<file path="config.mk">
export PLATFORM = sky130hd
export DESIGN_NAME = sha256_byte_stream_digest
export DESIGN_NICKNAME = d
export VERILOG_FILES = /design/src/rtl/s256_pkg.sv /design/src/rtl/sha256_byte_stream_digest.sv
export SDC_FILE = /design/constraint.sdc
export NUM_CORES = 2
export LEC_CHECK = 0
export ABC_AREA = 1
export BUFFER_PORTS_ARGS = -buffer_cell sky130_fd_sc_hd__buf_4
export CAP_MARGIN = 20
export CORE_ASPECT_RATIO = 0.7
export CORE_UTILIZATION = 40
export CTS_BUF_LIST = sky130_fd_sc_hd__clkbuf_4 sky130_fd_sc_hd__clkbuf_8 sky130_fd_sc_hd__clkbuf_16
export DETAILED_ROUTE_END_ITERATION = 16
export PLACE_DENSITY = 0.63
export SYNTH_ARGS = -nofsm -noshare
export SYNTH_HDL_FRONTEND = slang
export SYNTH_SLANG_ARGS = --single-unit
</file>
<file path="constraint.sdc">
create_clock -name clk -period 19.05 [get_ports clk]
set_input_delay 0.9525 -clock clk [delete_from_list [all_inputs] [get_ports clk]]
set_output_delay 0.9525 -clock clk [all_outputs]
set_load 0.05 [all_outputs]
</file>
<file path="src/rtl/s256_pkg.sv">
// Package with SHA-256 constants, types and round functions.
package s256_pkg;

	localparam logic [7:0] PAD_BYTE = 8'h80;

	typedef enum logic [2:0] {
		ST_FILL,
		ST_LOAD,
		ST_ROUND,
		ST_FOLD,
		ST_PAD,
		ST_EMIT
	} state_t;

	typedef logic [31:0] word_t;

	function automatic word_t init_hash(input logic [2:0] idx);
		case (idx)
			3'd0: init_hash = 32'h6a09e667;
			3'd1: init_hash = 32'hbb67ae85;
			3'd2: init_hash = 32'h3c6ef372;
			3'd3: init_hash = 32'ha54ff53a;
			3'd4: init_hash = 32'h510e527f;
			3'd5: init_hash = 32'h9b05688c;
			3'd6: init_hash = 32'h1f83d9ab;
			default: init_hash = 32'h5be0cd19;
		endcase
	endfunction

	function automatic word_t round_const(input logic [5:0] idx);
		word_t k [64];
		k = '{
			32'h428a2f98, 32'h71374491, 32'hb5c0fbcf, 32'he9b5dba5,
			32'h3956c25b, 32'h59f111f1, 32'h923f82a4, 32'hab1c5ed5,
			32'hd807aa98, 32'h12835b01, 32'h243185be, 32'h550c7dc3,
			32'h72be5d74, 32'h80deb1fe, 32'h9bdc06a7, 32'hc19bf174,
			32'he49b69c1, 32'hefbe4786, 32'h0fc19dc6, 32'h240ca1cc,
			32'h2de92c6f, 32'h4a7484aa, 32'h5cb0a9dc, 32'h76f988da,
			32'h983e5152, 32'ha831c66d, 32'hb00327c8, 32'hbf597fc7,
			32'hc6e00bf3, 32'hd5a79147, 32'h06ca6351, 32'h14292967,
			32'h27b70a85, 32'h2e1b2138, 32'h4d2c6dfc, 32'h53380d13,
			32'h650a7354, 32'h766a0abb, 32'h81c2c92e, 32'h92722c85,
			32'ha2bfe8a1, 32'ha81a664b, 32'hc24b8b70, 32'hc76c51a3,
			32'hd192e819, 32'hd6990624, 32'hf40e3585, 32'h106aa070,
			32'h19a4c116, 32'h1e376c08, 32'h2748774c, 32'h34b0bcb5,
			32'h391c0cb3, 32'h4ed8aa4a, 32'h5b9cca4f, 32'h682e6ff3,
			32'h748f82ee, 32'h78a5636f, 32'h84c87814, 32'h8cc70208,
			32'h90befffa, 32'ha4506ceb, 32'hbef9a3f7, 32'hc67178f2};
		round_const = k[idx];
	endfunction

	function automatic word_t rotr(input word_t x, input int n);
		rotr = (x >> n) | (x << (32 - n));
	endfunction

endpackage

</file>
<file path="src/rtl/sha256_byte_stream_digest.sv">
// SHA-256 over a byte stream: block store, schedule window and round datapath.
// Bytes are taken one per cycle while a block fills; the transfer that fills a block
// stalls input through the load, round and fold (chain update) states.
// An end transfer adds one padding write per cycle up to the block end and one or two
// compressions, then eight digest words, one per output transfer.
// arst_n clears control state and restores the initial chain value.
module sha256_byte_stream_digest (
	input  logic        clk,
	input  logic        arst_n,
	input  logic        valid_in,
	output logic        ready_in,
	input  logic [7:0]  data_byte,
	input  logic        byte_present,
	input  logic        end_of_message,
	output logic        valid_out,
	input  logic        ready_out,
	output logic [31:0] digest_word,
	output logic [2:0]  word_index,
	output logic        last_word
);

	s256_pkg::state_t state_q, state_d;

	logic [31:0] blk_mem [16];
	logic [31:0] w_mem [16];
	logic [31:0] chain_q [8];
	logic [31:0] a_q, b_q, c_q, d_q, e_q, f_q, g_q, h_q;
	logic [5:0]  fill_q;
	logic [60:0] count_q;
	logic [6:0]  step_q;
	logic        pad_done_q;
	logic        padpos_ok_q;
	logic        final_q;
	logic [31:0] blk_rd_q;
	logic [2:0]  emit_q;

	logic        take;
	logic [5:0]  wr_pos;
	logic [7:0]  wr_byte;
	logic        wr_en;
	logic [63:0] bits;

	assign bits = {count_q, 3'b000};
	assign take = valid_in && ready_in;
	assign ready_in = (state_q == s256_pkg::ST_FILL);

	// Byte write into the block store, one lane of a word at a time.
	always_comb begin
		wr_en = 1'b0;
		wr_pos = fill_q;
		wr_byte = data_byte;
		if (take && byte_present) begin
			wr_en = 1'b1;
		end else if (state_q == s256_pkg::ST_PAD) begin
			wr_en = 1'b1;
			if (!pad_done_q) begin
				wr_byte = s256_pkg::PAD_BYTE;
			end else if (padpos_ok_q && fill_q >= 6'd56) begin
				wr_byte = bits[6'd63 - {fill_q[2:0], 3'b000} -: 8];
			end else begin
				wr_byte = 8'h00;
			end
		end
	end

	always_ff @(posedge clk) begin
		if (wr_en) begin
			blk_mem[wr_pos[5:2]][5'd31 - {wr_pos[1:0], 3'b000} -: 8] <= wr_byte;
		end
		blk_rd_q <= blk_mem[step_q[3:0]];
	end

	// Round datapath; schedule words are read combinationally from a 16-word window.
	logic [31:0] x15, x2, x7, x16, w_cur, t1, t2;
	always_comb begin
		x16 = w_mem[step_q[3:0]];
		x15 = w_mem[step_q[3:0] + 4'd1];
		x2  = w_mem[step_q[3:0] + 4'd14];
		x7  = w_mem[step_q[3:0] + 4'd9];
		if (step_q < 7'd16) begin
			w_cur = w_mem[step_q[3:0]];
		end else begin
			w_cur = x16 + x7
				+ (s256_pkg::rotr(x15, 7) ^ s256_pkg::rotr(x15, 18) ^ (x15 >> 3))
				+ (s256_pkg::rotr(x2, 17) ^ s256_pkg::rotr(x2, 19) ^ (x2 >> 10));
		end
		t1 = h_q + (s256_pkg::rotr(e_q, 6) ^ s256_pkg::rotr(e_q, 11) ^ s256_pkg::rotr(e_q, 25))
			+ ((e_q & f_q) ^ (~e_q & g_q)) + s256_pkg::round_const(step_q[5:0]) + w_cur;
		t2 = (s256_pkg::rotr(a_q, 2) ^ s256_pkg::rotr(a_q, 13) ^ s256_pkg::rotr(a_q, 22))
			+ ((a_q & b_q) ^ (a_q & c_q) ^ (b_q & c_q));
	end

	always_ff @(posedge clk) begin
		if (state_q == s256_pkg::ST_LOAD && step_q != 7'd0) begin
			w_mem[step_q[3:0] - 4'd1] <= blk_rd_q;
		end else if (state_q == s256_pkg::ST_ROUND && step_q >= 7'd16) begin
			w_mem[step_q[3:0]] <= w_cur;
		end
	end

	always_comb begin
		state_d = state_q;
		case (state_q)
			s256_pkg::ST_FILL: begin
				if (take) begin
					if (byte_present && fill_q == 6'd63) begin
						state_d = s256_pkg::ST_LOAD;
					end else if (end_of_message) begin
						state_d = s256_pkg::ST_PAD;
					end
				end
			end
			s256_pkg::ST_LOAD: if (step_q == 7'd16) state_d = s256_pkg::ST_ROUND;
			s256_pkg::ST_ROUND: if (step_q == 7'd63) state_d = s256_pkg::ST_FOLD;
			s256_pkg::ST_FOLD: begin
				if (!final_q) begin
					state_d = s256_pkg::ST_FILL;
				end else if (pad_done_q && padpos_ok_q) begin
					state_d = s256_pkg::ST_EMIT;
				end else begin
					state_d = s256_pkg::ST_PAD;
				end
			end
			s256_pkg::ST_PAD: if (fill_q == 6'd63) state_d = s256_pkg::ST_LOAD;
			s256_pkg::ST_EMIT: begin
				if (ready_out && emit_q == 3'd7) state_d = s256_pkg::ST_FILL;
			end
			default: state_d = s256_pkg::ST_FILL;
		endcase
	end

	always_ff @(posedge clk or negedge arst_n) begin
		if (!arst_n) begin
			state_q <= s256_pkg::ST_FILL;
			fill_q <= '0;
			count_q <= '0;
			step_q <= '0;
			pad_done_q <= 1'b0;
			padpos_ok_q <= 1'b0;
			final_q <= 1'b0;
			emit_q <= '0;
			a_q <= '0; b_q <= '0; c_q <= '0; d_q <= '0;
			e_q <= '0; f_q <= '0; g_q <= '0; h_q <= '0;
			for (int i = 0; i < 8; i++) chain_q[i] <= s256_pkg::init_hash(3'(i));
		end else begin
			state_q <= state_d;
			case (state_q)
				s256_pkg::ST_FILL: begin
					step_q <= '0;
					if (take) begin
						if (byte_present) begin
							fill_q <= fill_q + 6'd1;
							count_q <= count_q + 61'd1;
						end
						if (end_of_message) begin
							final_q <= 1'b1;
							pad_done_q <= 1'b0;
						end
					end
				end
				s256_pkg::ST_PAD: begin
					// Pad byte first, then zeros to the block end; length only in
					// the last eight bytes of a block that has room for it.
					pad_done_q <= 1'b1;
					fill_q <= fill_q + 6'd1;
					step_q <= '0;
					if (!pad_done_q) begin
						padpos_ok_q <= (fill_q < 6'd56);
					end
				end
				s256_pkg::ST_LOAD: begin
					step_q <= (step_q == 7'd16) ? 7'd0 : step_q + 7'd1;
					if (step_q == 7'd16) begin
						a_q <= chain_q[0]; b_q <= chain_q[1];
						c_q <= chain_q[2]; d_q <= chain_q[3];
						e_q <= chain_q[4]; f_q <= chain_q[5];
						g_q <= chain_q[6]; h_q <= chain_q[7];
					end
				end
				s256_pkg::ST_ROUND: begin
					step_q <= step_q + 7'd1;
					h_q <= g_q; g_q <= f_q; f_q <= e_q; e_q <= d_q + t1;
					d_q <= c_q; c_q <= b_q; b_q <= a_q; a_q <= t1 + t2;
				end
				s256_pkg::ST_FOLD: begin
					chain_q[0] <= chain_q[0] + a_q; chain_q[1] <= chain_q[1] + b_q;
					chain_q[2] <= chain_q[2] + c_q; chain_q[3] <= chain_q[3] + d_q;
					chain_q[4] <= chain_q[4] + e_q; chain_q[5] <= chain_q[5] + f_q;
					chain_q[6] <= chain_q[6] + g_q; chain_q[7] <= chain_q[7] + h_q;
					step_q <= '0;
					emit_q <= '0;
					// A pad byte at position 56 or later leaves the length for one more block.
					if (final_q && pad_done_q && !padpos_ok_q) begin
						padpos_ok_q <= 1'b1;
					end
				end
				s256_pkg::ST_EMIT: begin
					if (ready_out) begin
						emit_q <= emit_q + 3'd1;
						if (emit_q == 3'd7) begin
							for (int i = 0; i < 8; i++) begin
								chain_q[i] <= s256_pkg::init_hash(3'(i));
							end
							fill_q <= '0;
							count_q <= '0;
							final_q <= 1'b0;
						end
					end
				end
				default: ;
			endcase
		end
	end

	assign valid_out = (state_q == s256_pkg::ST_EMIT);
	assign digest_word = chain_q[emit_q];
	assign word_index = emit_q;
	assign last_word = (emit_q == 3'd7);

endmodule

</file>
# After elaboration in Yosys (flattened, before gate mapping)
# Memory sizes are Yosys's and may differ from the RTL's. A register that Yosys moved wholly into a read port is not among the register bits.
# Index checks and enable logic that the tools add are counted.
# word_totals
register_bits	595
romBits	2048
input_bits	14
mem_count	3
word_cells	222
mem_bits_rw	1024
# mem_list
name	depth	word_bits	rd	rd_clocked_by_memory_dff	write_ports	line_no	text
(name not given)	64	32	1	0	0	s256_pkg.sv:49	round_const = k[idx];
blk_mem	16	32	1	1	1	sha256_byte_stream_digest.sv:24	logic [31:0] blk_mem [16];
w_mem	16	32	4	0	1	sha256_byte_stream_digest.sv:25	logic [31:0] w_mem [16];
# classes
bitwise_logic	29
n_eq_ne	21
reduce_logical	31
n_shift	3
order_cmp	6
add_sub_neg	29
muxes	76
# ops
op	count
$add 32x32->32	18
$mux 256	2
$pmux 256 s2	1
$pmux 32 s2	8
$mux 32	15
$xor 32x32->32	9
$mux 61	4
$and 32x32->32	5
$pmux 61 s2	1
$bmux 32 s3	1
$shiftx 71x7->8	1
$add 61x1->61 const B	1
$shift 8x7->39 const A	1
$shiftx 8x7->39	1
$mux 8	4
$not 32->32	1
$or 10x32->32	1
$or 13x32->32	1
$or 14x32->32	1
$or 15x32->32	1
$or 19x32->32	1
$or 21x32->32	1
$or 25x32->32	1
$or 26x32->32	1
52 further kinds	114

# Depth between registers and ports, before layout
# An unclocked memory read counts as a cell.
# depth
ltp_word	11
ltp_mapped	70

# Worst setup path after synthesis
# Ideal clock, no wire load.
# synth_path
path_kind	reg2reg
start	register step_q[2]
end	register a_q[28]
period_less_slack_ns	11.128
stages_incl_launch_ff	55
setup_time_ns	0.131
path_slack_ns	7.922
n_path_buf	6
t_arrival_ns	10.996
path_cell_list	dfrtp_1 buf_2 inv_1 clkbuf_1 buf_1 ha_1 inv_1 clkbuf_1 clkbuf_1 buf_1 nor2_1 a31oi_1 nand2_1 o21ai_1 xor2_1 fa_1 inv_1 fa_1 [19 not listed] inv_1 ha_1 nand2_1 nor2_1 inv_1 o21bai_1 a31oi_1 xnor2_1 inv_1 fa_1 inv_1 ha_1 a21oi_1 nor2_1 a2111oi_0 a21oi_1 o221ai_1 o21ai_0
# synth_via
elab_chain_len	11
word_cells_on_any_way	28
# synth_rtl
element	line_no	text
start, declared	sha256_byte_stream_digest.sv:30	logic [6:0] step_q;
start signal, assigned	sha256_byte_stream_digest.sv:172	step_q <= (step_q == 7'd16) ? 7'd0 : step_q + 7'd1;
start signal, assigned	sha256_byte_stream_digest.sv:181	step_q <= step_q + 7'd1;
branches (longest 11 deep; another with $mem_v2 16x32)	n/a	
end signal, assigned	sha256_byte_stream_digest.sv:174	a_q <= chain_q[0]; b_q <= chain_q[1];
end signal, assigned	sha256_byte_stream_digest.sv:183	d_q <= c_q; c_q <= b_q; b_q <= a_q; a_q <= t1 + t2;
end, declared	sha256_byte_stream_digest.sv:27	logic [31:0] a_q, b_q, c_q, d_q, e_q, f_q, g_q, h_q;
# Several ways; the timed one is not identified. The select of a mux whose other input is x is not followed.
# A chain may end at the register's enable or synchronous reset.

# Final worst setup path
# layout_path
start	register step_q[0]
end	register a_q[20]
# Same word-level chain as after synthesis.

==> metrics.md <==
| Metric | Value |
|---|---|
| Number of synthesized register bits | `around 1700` |
| F_max | `between 60 and 70 MHz` |
| RSZ-0062 raised after global routing | `false` |
| Initial antenna violation count | `9` |
| CP Launch Type | `flip-flop` |
| CP arrival | `approximately 16 ns` |
| Most used DFF post-synth | `edfxtp_1` |
| I/O pin count | `52` |
| Core Region | `roughly 260000 um2` |
| Post-CTS setup buffer count | `0` |
| Final Util | `0.4425` |
| Commonest non-fill, non-tap cell in the layout | `nand2_1` |
| Asr flop ratio synth | `0.3604` |
| CTS tree | `built` |
| Area Growth Syn to Fin | `9.911%` |
| Pre-CTS WS | `about 4.4 ns` |
| Clock transition at path regs | `~0.070 ns` |
| CTS sink cnt | `1651` |
| Root Buffer | `clkbuf_16` |
| Clk network pwr share | `0.493` |
| Leak pwr | `46.36 nW` |
| Post-synth EDFFs | `roughly 1000` |
| Max Fanout on Critical Path | `91` |
| Non-Filler Instances | `around 15000` |
| Avg WL per Cell | `~28 um` |
| Hold Violations, Final | `0` |
| Sequential fraction of the synthesis area | `0.4464` |
| Nets@finish | `roughly 12000` |
| Max transition margin | `0.1006` |
| Status | `finished, final reports clean` |
| Unique masters post-synth | `83` |
| Hold WC Path Type | `in2async` |
| Initial Util | `0.4026` |
| Die extent in x | `between 600 and 700 um` |
| Seq pwr share | `0.502` |
| Worst slew pin tran | `around 1.3 ns` |
| Setup TNS Final | `0 ns` |
| Switching share of power | `0.2146` |
| Largest net degree at the start of global routing | `around 240` |
| Row cnt | `around 160` |
| Combinational share of power | `0.005` |
| # setup viols final | `0` |
| Via density | `6.014` |
| Setup WS post-layout | `between 3 and 4 ns` |
| Clock Path Buffers | `4` |
| Sw power | `roughly 1.6 mW` |
| Die H | `428.7 um` |
| Hold buffer count at cts | `0` |
| First-pass GRT wire length | `between 600 and 700 mm` |
| Busiest layer in global routing | `met1` |
| Vias in the first global route | `between 80000 and 90000` |
| Synthesized cell area | `104100 um2` |
| Worst Path Buf+Inv | `12` |
| Min cycle time layout | `roughly 15 ns` |
| Final slew viol count | `0` |
| Gpl congestion | `roughly 1.1` |
| Final hold slack | `just over 0.2 ns` |
| Total power | `7.521 mW` |
| Gr ovfl total | `0` |
| Pwr Density | `about 66 nW/um2` |
| Crit path kind | `reg2reg` |
| GRT Util Overall | `0.3186` |
| TritonCTS Buffers | `183` |
| Mapped Avg Cell Area | `~8.7 um2` |
| Clock H-tree levels | `4` |
| Later-pin clock latency in the skew report | `just over 0.9 ns` |
| Final Routed Wirelength | `430.5 mm` |
| Layout cells sized above 1 | `0.07351` |
| Most frequent cells in the layout | `nand2_1 (1903), inv_1 (1395), o21ai_0 (1383), edfxtp_1 (1024), a21oi_1 (1006)` |
| Placed cell area | `108100 um2` |
| DRT iter0 DRCs | `between 10000 and 15000` |
| Gate Count Post-Synth | `11997` |
| Hpwl dp | `about 310 mm` |
| Die area | `approximately 260000 um2` |
| Fin area | `approximately 110000 um2` |
| Post-Syn Nets | `12619` |
| Worst VDD drop | `approximately 0.1 mV` |
| Critical path's most frequent cell | `inv_1` |
| Vias | `92899` |
| Skew final | `approximately 0.11 ns` |
| GR Layer Usage met3 | `0.1400` |
| CP Data Required Time | `around 20 ns` |
| Worst reg2reg setup slack | `about 3.7 ns` |
| Cell family with most CP delay | `adder cells` |
| Grt met1 use | `0.5098` |
| P_int | `~6 mW` |
| Remaining DRCs | `0` |
| IO Port Bufs | `51` |
| Final worst-path cycle share | `0.8082` |
| 1st-pass router iterations | `7` |
| Number of max-cap violations | `0` |
| Critical Path Max Stage Delay | `approximately 1.0 ns` |
| Routed Antenna Nets | `0` |
| GRT met2 Usage | `0.3788` |
| # placed instances | `between 15000 and 20000` |
| Post-CTS sizing | `0` |
| Setup crit end kind | `flip-flop` |
| Yosys warnings | `0` |
| Critical-path top delay cell | `dfrtp_4` |
==> worst paths after layout <==
kind	depth (start not counted)	start	endpoint
min in group clk	3	ready_out	word_index[2]$_DFFE_PN0P_
max in group asynchronous	4	arst_n	e_q[22]$_DFFE_PN0P_
hold / removal	1	arst_n	chain_q[232]$_DFFE_PN0P_
setup reg to reg	51	step_q[0]$_DFFE_PN0P_	a_q[20]$_DFFE_PN0P_
setup / recovery	51	step_q[0]$_DFFE_PN0P_	a_q[20]$_DFFE_PN0P_
hold reg to reg	1	count_q[25]$_DFFE_PN0P_	count_q[25]$_DFFE_PN0P_
==> worst register-to-register path: cells and delay by family (launching register included) <==
kind	cells	cell delay [ns]
fa+ha+maj	10	4.84
simple gates	15	3.18
buf+inv	12	2.60
compound gates	9	2.03
xor+xnor	4	1.05
flops	1	1.02
mux	1	0.50
==> state kept, by name, summed over array words and instances (netlist names) <==
signal	flops
a_q	32
b_q	32
blk_mem	512
blk_rd_q	32
c_q	32
chain_q	256
count_q	61
d_q	32
e_q	32
f_q	32
fill_q	6
final_q	1
g_q	32
h_q	32
pad_done_q	1
padpos_ok_q	1
state_q	3
step_q	7
w_mem	512
word_index	3
==> per-layer routing <==
layer  routed length (um)  part of all wire
met1               198200              0.46
met2               151500              0.35
met3                71630              0.17
met4                 8465             0.020
met5                  666            0.0015
==> cell usage after synthesis, drive strengths merged (43+ instances only) <==
cell type,count,area [um2]
nand2,1912,7199
o21ai,1463,7322
inv,1422,5340
edfxtp,1024,30750
a21oi,1007,5040
nor2,854,3278
dfrtp,459,11490
clkbuf,415,1558
ha,412,5155
nand3,361,1824
xor2,295,2584
o22ai,277,1733
a22oi,269,2019
o211ai,219,1644
buf,217,1111
fa,196,3924
a31oi,183,1189
xnor2,164,1436
dfstp,136,3573
nor3,102,531.8
mux2i,58,580.6
nand4,53,331.6
a221oi,50,437.9
nor4,44,281.5
o221ai,43,376.6
==> final cells by class <==
class,instances,area (um2)
sequential,1651,46470
multi-input combinational,8289,49890
fill,25279,144100
antenna,1,2.502
clock buffer,248,5185
timing repair buffer,280,2227
clock inverter,78,852.1
tap,3476,4349
inverter,1425,5394
==> power groups by stage <==
stage                     Combinational (mW)  Clock (mW)  Sequential [mW]
final                                 0.0399        3.70             3.78
after global routing                  0.0453        3.86             3.77
after CTS                             0.0409        3.73             3.78
after detailed placement              0.0408           0             3.85
after global placement                0.0409           0             3.85
after floorplan                      0.00387           0             3.85
==> kinds of logic (layout without fill, tap and decap cells) <==
kind of cell	after synthesis	in the layout	share of synthesized area
DFF	1651	1651	0.4464
and+or+nand+nor	3370	3370	0.1321
buffers and inverters	2057	2031	0.07708
adders and majority gates	608	608	0.08725
AOI/OAI and AO/OA	3794	3794	0.2130
muxes	58	58	0.005579
other	0	1	0
xor gates and xnor gates	459	459	0.03864
No activity file was read; power rests on OpenSTA's default activity.
